--- config.mk ---
export PLATFORM = sky130hd
export DESIGN_NAME = kts_front
export DESIGN_NICKNAME = d
export VERILOG_FILES = /design/src/hdl/kts_pkg.sv /design/src/hdl/kts_front.sv
export SDC_FILE = /design/constraint.sdc
export NUM_CORES = 1
export LEC_CHECK = 0
export BUFFER_PORTS_ARGS = -buffer_cell sky130_fd_sc_hd__buf_2
export CAP_MARGIN = 20
export CORE_MARGIN = 2
export CORE_UTILIZATION = 48
export DETAILED_ROUTE_END_ITERATION = 10
export HOLD_SLACK_MARGIN = 0.06
export PLACE_DENSITY_LB_ADDON = 0.05
export SYNTH_ARGS = -nofsm -noshare
export SYNTH_HDL_FRONTEND = slang
export SYNTH_SLANG_ARGS = --single-unit
--- constraint.sdc ---
create_clock -name i_clk -period 28.7 [get_ports i_clk]
set_input_delay 5.74 -clock i_clk [delete_from_list [all_inputs] [get_ports i_clk]]
set_output_delay 5.74 -clock i_clk [all_outputs]
set_load 0.05 [all_outputs]
--- src/hdl/kts_pkg.sv ---
// Types and constants shared by the keyframe track sampler modules.
`timescale 1ns / 1ps

package kts_pkg;

    localparam int TIME_W  = 32;
    localparam int VAL_W   = 32;
    localparam int IDX_W   = 6;
    localparam int COUNT_W = 7;
    localparam int N_COMP  = 4;
    localparam int ADDR_W  = 5;
    localparam int DATA_W  = 32;
    localparam int QDEPTH  = 2;

    // Iteration counts of the shared remainder / divide unit, and the last mix step.
    localparam logic [5:0] MOD_STEPS = 6'd33;
    localparam logic [5:0] DIV_STEPS = 6'd16;
    localparam logic [2:0] MIX_LAST  = 3'd4;

    // Segments shorter than this (raw Q16.16 units) hold the earlier key.
    localparam logic signed [TIME_W:0] NEAR_ZERO_SEG = 33'sd7;
    localparam logic [16:0] ONE_Q16 = 17'd65536;

    typedef enum logic {
        OP_LOAD    = 1'b0,
        OP_ADVANCE = 1'b1
    } t_op;

    typedef enum logic [2:0] {
        REG_PLAYING   = 3'd0,
        REG_LOOP      = 3'd1,
        REG_INTERP    = 3'd2,
        REG_KEY_COUNT = 3'd3,
        REG_DURATION  = 3'd4
    } t_reg;

    typedef logic [N_COMP-1:0][VAL_W-1:0] t_vec;

    typedef struct packed {
        logic               playing;
        logic               loop_enable;
        logic               interp_mode;
        logic [COUNT_W-1:0] key_count;
        logic [TIME_W-1:0]  track_duration;
        logic               clear_time;
    } t_cfg;

    typedef struct packed {
        t_op               op;
        logic [IDX_W-1:0]  key_index;
        logic [TIME_W-1:0] key_time;
        t_vec              key_vals;
        logic [TIME_W-1:0] time_step;
    } t_cmd;

endpackage

--- src/hdl/kts_front.sv ---
// Input side: accepts items, drops advances while stopped, and queues the rest.
`timescale 1ns / 1ps

module kts_front (
    input  logic          i_clk,
    input  logic          i_rst_n,
    input  logic          i_valid,
    output logic          o_ready,
    input  kts_pkg::t_cmd i_item,
    input  logic          i_playing,
    output logic          o_q_valid,
    input  logic          i_q_pop,
    output kts_pkg::t_cmd o_q_cmd
);

    localparam int QPW = $clog2(kts_pkg::QDEPTH);
    localparam int QCW = $clog2(kts_pkg::QDEPTH + 1);

    kts_pkg::t_cmd  r_slot [kts_pkg::QDEPTH];
    logic [QPW-1:0] r_wp;
    logic [QPW-1:0] r_rp;
    logic [QCW-1:0] r_count;

    logic w_keep;
    logic w_push;
    logic w_pop;

    // An advance while stopped is taken and discarded: it changes nothing.
    assign w_keep    = (i_item.op == kts_pkg::OP_LOAD) || i_playing;
    assign o_ready   = (r_count != QCW'(kts_pkg::QDEPTH));
    assign w_push    = i_valid && o_ready && w_keep;
    assign o_q_valid = (r_count != '0);
    assign w_pop     = i_q_pop && o_q_valid;
    assign o_q_cmd   = r_slot[r_rp];

    always_ff @(posedge i_clk) begin
        if (!i_rst_n) begin
            r_wp    <= '0;
            r_rp    <= '0;
            r_count <= '0;
        end else begin
            if (w_push) begin
                r_wp <= r_wp + QPW'(1);
            end
            if (w_pop) begin
                r_rp <= r_rp + QPW'(1);
            end
            if (w_push && !w_pop) begin
                r_count <= r_count + QCW'(1);
            end else if (w_pop && !w_push) begin
                r_count <= r_count - QCW'(1);
            end
        end
    end

    always_ff @(posedge i_clk) begin
        if (w_push) begin
            r_slot[r_wp] <= i_item;
        end
    end

endmodule

======== Word level (Yosys, flattened, before mapping) ========
Memory sizes are Yosys's and may differ from the RTL's. A register that Yosys moved wholly into a read port is not among the register bits.
Cells that the tools add are included.
word-level totals
  latch bits .............................. 0
  memories ................................ 1
  bits in writable memories ............... 398
  input bits .............................. 204
  register bits ........................... 4
  ROM bits ................................ 0
  output and inout port bits .............. 201
  word-level logic and storage cells ...... 26
cells by class
  $mul .................................... 0
  equal/unequal tests ..................... 1
  $lt $le $gt $ge ......................... 0
  muxes and demuxes ....................... 6
  $add $sub $neg .......................... 4
  bitwise gates (word level) .............. 1
  reduce and logical (&&, ||, !) cells .... 10
  div/mod/pow operators ................... 0
  shift-type cells ........................ 0
memory list
  memory  depth  width  read ports  clocked after Yosys merged registers in  write ports  line             source
  r_slot  2      199    1           1                                        1            kts_front.sv:19  kts_pkg::t_cmd r_slot [kts_pkg::QDEPTH];
operator list
  kind                                                                 number
  1-bit logical AND                                                    5
  1-bit two-way mux                                                    4
  2-bit two-way mux                                                    2
  2-bit nonzero test                                                   2
  1-bit adder (second input constant)                                  2
  2-bit by 1-bit adder with 2-bit output (second input constant)       1
  1-bit logical NOT                                                    2
  2-bit != test (second input constant)                                1
  2-bit by 1-bit subtractor with 2-bit output (second input constant)  1
  1-bit logical OR                                                     1
  1-bit NOT                                                            1

======== Logic depth before layout (Yosys ltp) ========
Gate-level depths: netlist of the first run.
  depth after elaboration ................. 7
  mapped depth ............................ 6
  mapped depth without buffers ............ 6

======== Least setup slack after synthesis of the first run ========
No wires, ideal clock.
  path kind ............................... input to register
  start ................................... in i_playing
  end ..................................... mem r_slot[0][0] (netlist bit) (enable)
  setup time .............................. 0.785 ns
  required time ........................... 27.915 ns
  cell stages on the path ................. 3
  path slack .............................. 13.164 ns
  data arrival time ....................... 14.751 ns
  path buffers ............................ 0
  path through ............................ nand2b_1 -> and3_1 -> nor2b_1
between the ends
  longest elaborated chain between the ends .. 4
RTL lines
  what                                     line             source
  start, declared                          kts_front.sv:10  input logic i_playing,
  1-bit logical OR                         kts_front.sv:29  assign w_keep = (i_item.op == kts_pkg::OP_LOAD) || i_playing;
  1-bit logical AND                        kts_front.sv:31  assign w_push = i_valid && o_ready && w_keep;
  named net w_push                         kts_front.sv:25  logic w_push;
  1-bit two-way mux                        kts_front.sv:57  if (w_push) begin
  1-bit two-way mux (not written as such)  kts_front.sv:58  r_slot[r_wp] <= i_item;
  end, declared                            kts_front.sv:19
The timed path passes the listed nets, and every way through them passes these cells.

==> flow_metrics.env, run 1 <==
export IMPL_status="finished clean"
export IMPL_die_area_mm2=0.03269
export IMPL_grt_pass1_wl_um=45420
export IMPL_ys_warn_count=0
export IMPL_grt_max_degree=162
export IMPL_endpoint_kind="output port"
export IMPL_cts_root_buf="clkbuf_16"
export IMPL_slew_limit_headroom_pct=35.61
export IMPL_drt_pass1_iter_count=5
export IMPL_synthFlopType="edfxtp_1"
export IMPL_cp_required_ns=22.96
export IMPL_fp_dieW_um=180.8
export IMPL_die_y_um=180.8
export IMPL_cp_top_family="buffers and inverters"
export IMPL_swShare_pct=36.94
export IMPL_start_util_pct=48.92
export IMPL_p_switching_mw=0.7113
export IMPL_place_congestion=0.8026
export IMPL_cts_hold_buf=0
export IMPL_pwr_share_clk_pct=25.6
export IMPL_cp_slowest_cell="buf_4"
export IMPL_drv_slew=0
export IMPL_async_reset_ff_share_pct=0
export IMPL_synth_xor_area_share_pct=0.1751
export IMPL_crit_arrival_ns=4.58
export IMPL_antenna_found_initial=17
export IMPL_hold_class="reg2reg"
export IMPL_row_count=64
export IMPL_setup_violations=0
export IMPL_cts_tree="done"
export IMPL_ctsResizeCount=0
export IMPL_dp_cells=1428
export IMPL_crit_chain="buf_4, buf_4, buf_4, mux2_2, buf_2"
export IMPL_syn_cell_area_mm2=0.01500
export IMPL_muxShareOfSynthArea_pct=17.50
export IMPL_synthDominantCellAreaShare_pct=79.65
export IMPL_syn_nets=849
export IMPL_drc=0
export IMPL_area_growth_pct=24.59
export IMPL_period_share_pct=35.94
export IMPL_p_leak_nw=7.102
export IMPL_yosysMostFrequentCell="edfxtp_1"
export IMPL_synth_seq_area_share_pct=80.32
export IMPL_vias_per_cell=5.004
export IMPL_hpwl_um=20520
export IMPL_cp_start_kind="flip-flop"
export IMPL_ioPinCount=405
export IMPL_criticalPathCategory="reg2out"
export IMPL_path_common_cell="buf_4"
export IMPL_skew_ns=0.01385
export IMPL_pre_cts_ws_ns=18.89
export IMPL_route_vias_total=7586
export IMPL_clk_latency_ns=0.52
export IMPL_drive_gt1_share_pct=60.07
export IMPL_p_seq_share_pct=39.1
export IMPL_worstPathBufferInverterCount=4
export IMPL_finish_utilization_pct=60.95
export IMPL_yosys_area_share_simple_pct=0.4837
export IMPL_synthCells=644
export IMPL_internal_power_mw=1.214
export IMPL_nets=1281
export IMPL_port_buffers=404
export IMPL_synthTopCellsByArea="edfxtp_1 80%, mux2_4 10%, mux2_2 7.4%"
export IMPL_ir_drop_mv=0.07098
export IMPL_clk_path_buf_depth=3
export IMPL_finalSetupTns_ns=0
export IMPL_hold_viol=0
export IMPL_cts_inserted_buffers=42
export IMPL_core_area_mm2=0.03067
export IMPL_post_cts_buffers=0
export IMPL_critPathMaxFanout=60
export IMPL_synth_top_family_by_area="multiplexers"
export IMPL_maxCapViolations=0
export IMPL_ctsHtreeMaxLevel=2
export IMPL_slowest_delay_ns=0.88
export IMPL_rsz0062_at_grt="no"
export IMPL_clock_sinks=403
export IMPL_synth_compound_area_share_pct=0.1167
export IMPL_powerDensity_mw_per_mm2=103.0
export IMPL_wl_per_cell_um=20.63
export IMPL_grt_pass1_vias=7783
export IMPL_combPwrFrac_pct=35.2
export IMPL_ant_nets=0
export IMPL_synth_adder_area_share_pct=0.08339
export IMPL_synth_edff_count=398
export IMPL_max_freq_mhz=96.95
export IMPL_finalWirelength_um=31270
export IMPL_finalNonFillerCells=1516
export IMPL_grt_usage_pct=18.37
export IMPL_synthDistinctLibCells=20
export IMPL_synth_common_cells="398 x edfxtp_1, 100 x mux2_4, 99 x mux2_2, 14 x buf_6, 8 x buf_2"
export IMPL_gr_total_overflow=0
export IMPL_clk_pin_slew_worst_paths_ns=0.06
export IMPL_drt_iter0_drc=427
export IMPL_worst_slew_pin_slew_ns=0.9659
export IMPL_layout_setup_ws_ns=18.39
export IMPL_syn_area_per_cell_um2=23.30
export IMPL_min_period_ns=10.31
export IMPL_ys_ff_latch=403
export IMPL_yosys_area_top_type="edfxtp_1"
## cell families after synthesis
family / Yosys count
flip-flops: 403
multiplexers: 200
buffers and inverters: 22
AND/OR/NAND/NOR: 12
AO/OA/AOI/OAI: 3
XOR/XNOR: 3
adder cells (fa/ha/maj): 1
## worst min-delay path: stages (launching register included)
cell     delay, ns
dfxtp_1       0.35
nand2_1       0.07
mux2i_1       0.05
## power groups by stage
stage | logic [mW] | clock network, mW | registers (mW)
detailed placement | 0.685 | 0 | 0.766
global route | 0.707 | 0.531 | 0.760
CTS | 0.686 | 0.505 | 0.754
global placement | 0.685 | 0 | 0.764
floorplan | 0.560 | 0 | 0.773
finish | 0.679 | 0.494 | 0.753
## cells in the final DEF (no fill, tap or decap)
cell,instances
or3_1,1
dfxtp_4,1
buf_4,4
dfxtp_1,4
clkinv_1,10
and2_4,1
a21boi_0,1
o21ai_1,1
ha_1,1
mux2i_1,1
xor2_1,1
and3_1,1
buf_2,404
nor2b_4,1
inv_8,1
mux2_4,100
edfxtp_1,398
mux2_2,99
o21ai_0,1
clkbuf_16,45
diode_2,13
or2_2,1
nand2_1,1
clkinv_2,6
xnor2_1,2
and2_1,3
clkbuf_1,13
nand2b_1,3
buf_12,2
## routing by layer
metal / wire (um) / GRT usage [%] / up-vias
met5: 45 / 0 / -
met4: 977 / 7.484 / 8
met3: 2964 / 6.612 / 66
met2: 15300 / 30.27 / 318
met1: 11980 / 22.01 / 3736
li1: - / - / 3458
## per-stage QoR
stage | area (um^2) | hold slack [ns] | power [mW]
after detailed placement | 17410 | 0.5136 | 1.451
after floorplan | 15000 | 0.4514 | 1.333
after CTS | 18660 | 0.5192 | 1.945
final | 18690 | 0.5213 | 1.926
after global routing | 18690 | 0.5482 | 1.997
after global placement | 17410 | 0.4991 | 1.449
## final timing paths
path / startpoint / endpoint / slack (ns) / depth (start not counted)
worst max register to register: r_count[0] / r_slot[0][115] / 25.94 / 5
worst max-delay path: flip-flop / o_q_cmd[1] / 18.39 / 5
worst min register to register: r_wp / r_wp / 0.52 / 2
worst min-delay path: r_wp / r_wp / 0.52 / 2
## state kept, by name (all words and copies together), names as in the netlist, named ones only
name     count
r_wp         1
r_count      2
r_rp         1
r_slot     398
## area by class of cell
class                      instances  area (um^2)
antenna                           13        32.53
clock buffer                      58         1175
clock inverter                    17        78.83
fill                            2334        11980
multi-input combinational        219         2765
sequential                       403        12060
tap                              396        495.5
timing repair buffer             410         2092
No activity file was read; power rests on OpenSTA's default activity.
==> run 2, diff against run 1 <==
Settings changed: ABC_AREA from default to 1.
Clock period 28.7 ns to 10.3 ns, I/O delays scaled along.
==> run 2 against run 1 <==
Net effect:
- via count about the same
- area after synthesis up 0.13%
- synthesized cell count is 2.5% higher
- worst hold slack got worse by 0.012 ns
- global-route usage is 0.32 points lower
- highest routed layer unchanged
- non-clock buffer count grew 2
- clock power grew to 3.1 times the previous value
==> flow_metrics.env, run 2 <==
export IMPL_synth_top_family_by_area="multiplexers"
export IMPL_ys_warn_count=0
export IMPL_period_share_pct=54.08
export IMPL_synthFlopType="edfxtp_1"
export IMPL_yosysMostFrequentCell="edfxtp_1"
export IMPL_synthTopCellsByArea="edfxtp_1 80%, mux2_4 10%, mux2_2 7.4%"
export IMPL_cts_hold_buf=0
export IMPL_route_vias_total=7579
export IMPL_ctsResizeCount=0
export IMPL_grt_max_degree=140
export IMPL_p_leak_nw=7.238
export IMPL_syn_cell_area_mm2=0.01502
export IMPL_ant_nets=0
export IMPL_skew_ns=0.01252
export IMPL_wl_per_cell_um=19.87
export IMPL_use_met3_pct=7.257
export IMPL_row_count=64
export IMPL_status="finished clean"
export IMPL_core_area_mm2=0.03067
export IMPL_start_util_pct=48.98
export IMPL_drt_iter0_drc=434
export IMPL_synth_common_cells="398 x edfxtp_1, 100 x mux2_4, 99 x mux2_2, 14 x buf_6"
export IMPL_grt_pass1_wl_um=44770
export IMPL_synth_xor_area_share_pct=0
export IMPL_drive_gt1_share_pct=60.02
export IMPL_place_congestion=0.7633
export IMPL_muxShareOfSynthArea_pct=17.41
export IMPL_finalSetupTns_ns=0
export IMPL_grt_usage_pct=18.04
export IMPL_power_mw=5.102
export IMPL_die_area_mm2=0.03273
export IMPL_crit_arrival_ns=3.51
export IMPL_crit_chain="buf_4, buf_4, mux2_4, buf_2"
export IMPL_gr_total_overflow=0
export IMPL_cts_tree="done"
export IMPL_ioPinCount=405
export IMPL_fp_dieW_um=180.9
export IMPL_synth_adder_area_share_pct=0.08328
export IMPL_area_growth_pct=25.55
export IMPL_grt_busiest_layer="met2"
export IMPL_drv_slew=0
export IMPL_clk_pin_slew_worst_paths_ns=0.06
export IMPL_grt_pass1_vias=7791
export IMPL_syn_nets=865
export IMPL_drt_pass1_iter_count=5
export IMPL_use_met2_pct=29.06
export IMPL_die_y_um=180.9
export IMPL_synthDistinctLibCells=15
export IMPL_antenna_found_initial=16
export IMPL_powerDensity_mw_per_mm2=270.5
export IMPL_rsz0062_at_grt="no"
export IMPL_worst_slew_pin_slew_ns=1.091
export IMPL_clk_latency_ns=0.52
export IMPL_post_cts_buffers=0
export IMPL_hpwl_um=20730
export IMPL_endpoint_kind="output port"
export IMPL_slew_limit_headroom_pct=27.26
export IMPL_maxCapViolations=0
export IMPL_hold_class="reg2reg"
export IMPL_vias_per_cell=4.931
export IMPL_cts_root_buf="clkbuf_16"
export IMPL_synthCells=660
export IMPL_synth_compound_area_share_pct=0.1166
export IMPL_max_freq_mhz=179.5
export IMPL_synth_seq_area_share_pct=80.22
export IMPL_layout_commonest_cell="buf_2"
export IMPL_finalWirelength_um=30530
export IMPL_regMostFlops="r_slot"
export IMPL_slowest_delay_ns=0.85
export IMPL_async_reset_ff_share_pct=0
export IMPL_setup_violations=0
export IMPL_criticalPathCategory="reg2out"
export IMPL_largest_reg_flops=398
export IMPL_yosys_area_share_simple_pct=0.5747
export IMPL_syn_area_per_cell_um2=22.76
export IMPL_synth_edff_count=398
export IMPL_ir_drop_mv=0.2128
export IMPL_yosys_area_top_type="edfxtp_1"
export IMPL_ctsHtreeMaxLevel=2
export IMPL_fillCellCount=2317
export IMPL_clock_sinks=403
export IMPL_hold_viol=0
export IMPL_ys_ff_latch=403
export IMPL_cts_inserted_buffers=42
export IMPL_path_common_cell="buf_4"
export IMPL_cp_required_ns=8.24
export IMPL_synthDominantCellAreaShare_pct=79.55
export IMPL_cp_slowest_cell="buf_4"
export IMPL_critPathMaxFanout=53
export IMPL_nets=1299
export IMPL_drc=0
export IMPL_layout_common_cells="404 x buf_2, 398 x edfxtp_1, 100 x mux2_4"
export IMPL_clk_path_buf_depth=3
export IMPL_cp_start_kind="flip-flop"
export IMPL_port_buffers=404
export IMPL_min_period_ns=5.570
export IMPL_reg_top3="r_slot (398), r_count (2)"
export IMPL_met1_usage_pct=21.09
==> run 2: per-stage QoR <==
stage	instance area, um^2	hold slack [ns]	util (%)	cells	setup WS [ns]
after floorplan	15030	0.4669	-	660	2.375
after global placement	17420	0.4788	56.80	1446	5.227
after detailed placement	17420	0.4996	56.80	1446	5.224
after CTS	18830	0.5142	61.39	1524	4.649
after global routing	18850	0.5516	61.48	1534	4.539
final	18860	0.5092	61.50	1537	4.730
==> run 2: logic make-up (layout without fill, tap and decap cells) <==
kind of cell	Yosys count	count (layout)
AOI/OAI and AO/OA	3	3
adders and majority gates	1	1
buffers and inverters	33	501
DFF	403	403
muxes	199	199
other	0	13
and+or+nand+nor	21	21
==> run 2: final cells by class <==
cell class                      count  area [um^2]  area share, %
Sequential cell                   403        12060          63.91
Multi-Input combinational cell    224         2740          14.53
Timing Repair Buffer              412         2082          11.04
Clock buffer                       47         1091          5.784
Tap cell                          396        495.5          2.627
Clock inverter                     31        316.6          1.678
Inverter                           11        48.80         0.2587
Antenna cell                       13        32.53         0.1725
==> run 2: worst max-delay path, delay by kind of cell, from the launching register on <==
| family | cells | cell delay, ns |
|---|---|---|
| mux | 1 | 0.36 |
| buf+inv | 3 | 1.72 |
| flops | 1 | 0.80 |
==> run 2: worst paths after layout <==
| kind | from | endpoint | slack, ns | cells past startpoint |
|---|---|---|---|---|
| worst max-delay path | flip-flop | o_q_cmd[76] | 4.73 | 4 |
| worst min-delay path | r_rp | r_rp | 0.51 | 2 |
| worst min register to register | r_rp | r_rp | 0.51 | 2 |
| worst max register to register | r_count[0] | r_slot[1][97] | 7.39 | 5 |
==> run 2: power by group <==
group          leakage (nW)  switching (mW)  internal, mW
clock network         0.694           0.600         0.915
registers              3.72          0.0624          2.01
logic                  2.82            1.07         0.446
total                  7.24            1.73          3.37
==> run 2: per-layer routing <==
layer / vias up / wire (um) / share of wire (%)
li1: 3502 / - / -
met1: 3666 / 11410 / 37
met2: 327 / 14600 / 48
met3: 76 / 3238 / 11
met4: 8 / 1236 / 4.0
met5: - / 46 / 0.15
==> run 3, diff against run 2 <==
Clock period 10.3 ns to 5.7 ns, I/O delays scaled along.
==> run 3 against run 2 <==
Net effect:
- worst setup slack got worse by 2.7 ns
- sequential share of layout area increased by 0.24 points
- final cell count decreased by 0.59%
- clock skew decreased by 0.0024 ns
- count of clock-buffer cells in the layout increased by 5
- first-iteration DRC count increased by 9.2%
- sequential power increased by 81%
- clock power increased by 70%
- worst hold slack got worse by 0.012 ns
- design area decreased by 0.37%
- core utilization decreased by 0.23 points
==> flow_metrics.env, run 3 (same netlist as run 2, synthesis figures left out) <==
export IMPL_hold_class="reg2reg"
export IMPL_clk_latency_ns=0.52
export IMPL_maxCapViolations=0
export IMPL_wl_per_cell_um=19.67
export IMPL_drt_pass1_iter_count=4
export IMPL_critPathMaxFanout=81
export IMPL_setup_violations=0
export IMPL_finalWirelength_um=30050
export IMPL_cp_required_ns=4.56
export IMPL_clock_sinks=403
export IMPL_area_growth_pct=25.09
export IMPL_layout_setup_ws_ns=2.015
export IMPL_multiInputGateArea_mm2=0.002740
export IMPL_path_depth=3
export IMPL_slew_limit_headroom_pct=42.68
export IMPL_rr_worst_depth=5
export IMPL_cts_hold_buf=0
export IMPL_register_area_mm2=0.01206
export IMPL_port_buffers=404
export IMPL_finalSetupTns_ns=0
export IMPL_reg_top3="r_slot (398), r_count (2)"
export IMPL_skew_ns=0.01015
export IMPL_hpwl_um=19690
export IMPL_drv_slew=0
export IMPL_min_period_ns=3.685
export IMPL_ctsHtreeMaxLevel=2
export IMPL_start_util_pct=48.98
export IMPL_rsz0062_at_grt="no"
export IMPL_ioPinCount=405
export IMPL_finalNonFillerCells=1528
export IMPL_route_vias_total=7497
export IMPL_nets=1297
export IMPL_cp_start_kind="flip-flop"
export IMPL_drc=0
export IMPL_fp_dieW_um=180.9
export IMPL_layout_common_cells="404 x buf_2, 398 x edfxtp_1, 100 x mux2_4"
export IMPL_regMostFlops="r_slot"
export IMPL_cts_root_buf="clkbuf_16"
export IMPL_worst_slew_pin_slew_ns=0.8599
export IMPL_fillCellCount=2324
export IMPL_drive_gt1_share_pct=59.43
export IMPL_cts_inserted_buffers=42
export IMPL_row_count=64
export IMPL_slowest_delay_ns=0.81
export IMPL_cts_tree="done"
export IMPL_max_freq_mhz=271.4
export IMPL_hold_viol=0
export IMPL_place_congestion=0.7280
export IMPL_ctsResizeCount=0
export IMPL_whs_ns=0.4971
export IMPL_ir_drop_mv=0.2996
export IMPL_drt_iter0_drc=474
export IMPL_clk_path_buf_depth=3
export IMPL_vias_per_cell=4.906
export IMPL_grt_max_degree=152
export IMPL_pre_cts_ws_ns=2.516
export IMPL_power_mw=9.065
export IMPL_status="finished clean"
export IMPL_powerDensity_mw_per_mm2=482.4
export IMPL_criticalPathCategory="reg2out"
export IMPL_crit_arrival_ns=2.54
export IMPL_period_share_pct=64.65
export IMPL_post_cts_buffers=0
export IMPL_die_area_mm2=0.03273
export IMPL_antenna_found_initial=11
export IMPL_grt_pass1_wl_um=43900
export IMPL_gr_total_overflow=0
export IMPL_cp_top_family="flip-flops"
export IMPL_crit_chain="buf_12, mux2_2, buf_2"
export IMPL_ant_nets=0
export IMPL_grt_pass1_vias=7726
export IMPL_p_leak_nw=7.189
export IMPL_hold_depth=2
export IMPL_grt_usage_pct=17.76
export IMPL_cp_slowest_cell="dfxtp_4"
export IMPL_layout_commonest_cell="buf_2"
export IMPL_endpoint_kind="output port"
export IMPL_core_area_mm2=0.03067
export IMPL_die_y_um=180.9
export IMPL_clk_pin_slew_worst_paths_ns=0.06
export IMPL_largest_reg_flops=398
export IMPL_worstPathBufferInverterCount=2
export IMPL_dp_cells=1444
-- run 3: path summary, 6_finish.rpt --
path / startpoint / to / slack (ns)
worst max-delay path: flip-flop / o_q_cmd[33] / 2.02
worst min register to register: r_rp / flip-flop / 0.50
worst max register to register: r_count[0] / r_slot[0][75] / 3.66
worst min-delay path: r_rp / flip-flop / 0.50
-- run 3: worst reg2reg max path: stages, from the launching register on --
cell     delay [ns]
dfxtp_1        0.34
inv_1          0.09
nand2_1        0.16
nand3_1        0.19
nor2_4         0.15
buf_12         0.62
-- run 3: routing by layer --
layer / part of all wire (%) / up-vias / wire length [um] / GRT usage (%)
li1: - / 3487 / - / -
met1: 38 / 3663 / 11280 / 20.43
met2: 50 / 280 / 15040 / 30.10
met3: 9.7 / 59 / 2928 / 7.095
met4: 2.5 / 8 / 763 / 6.355
met5: 0.15 / - / 45 / 0
-- run 3: layout make-up --
type / instances / share of cell area (%)
multi-input cells: 224 / 14.58
inverters: 11 / 0.2397
well taps: 396 / 2.637
clock inverters: 24 / 0.8190
repair buffers: 410 / 11.33
flip-flops and latches: 403 / 64.15
clock buffers: 52 / 6.132
diodes: 8 / 0.1065
-- run 3: report_power, final --
part / total [mW] / leakage, nW / switching, mW / internal, mW
combinational: 2.76 / 2.82 / 1.95 / 0.813
clock: 2.57 / 0.647 / 1.05 / 1.52
sequential: 3.74 / 3.72 / 0.109 / 3.63
-- run 3: stage by stage --
| step | utilization, % | area [um^2] |
|---|---|---|
| 2_1_floorplan | - | 15030 |
| 3_3_place_gp | 56.95 | 17470 |
| 3_5_place_dp | 56.95 | 17470 |
| 4_1_cts | 61.21 | 18770 |
| 5_1_grt | 61.25 | 18780 |
| 6_report | 61.27 | 18790 |
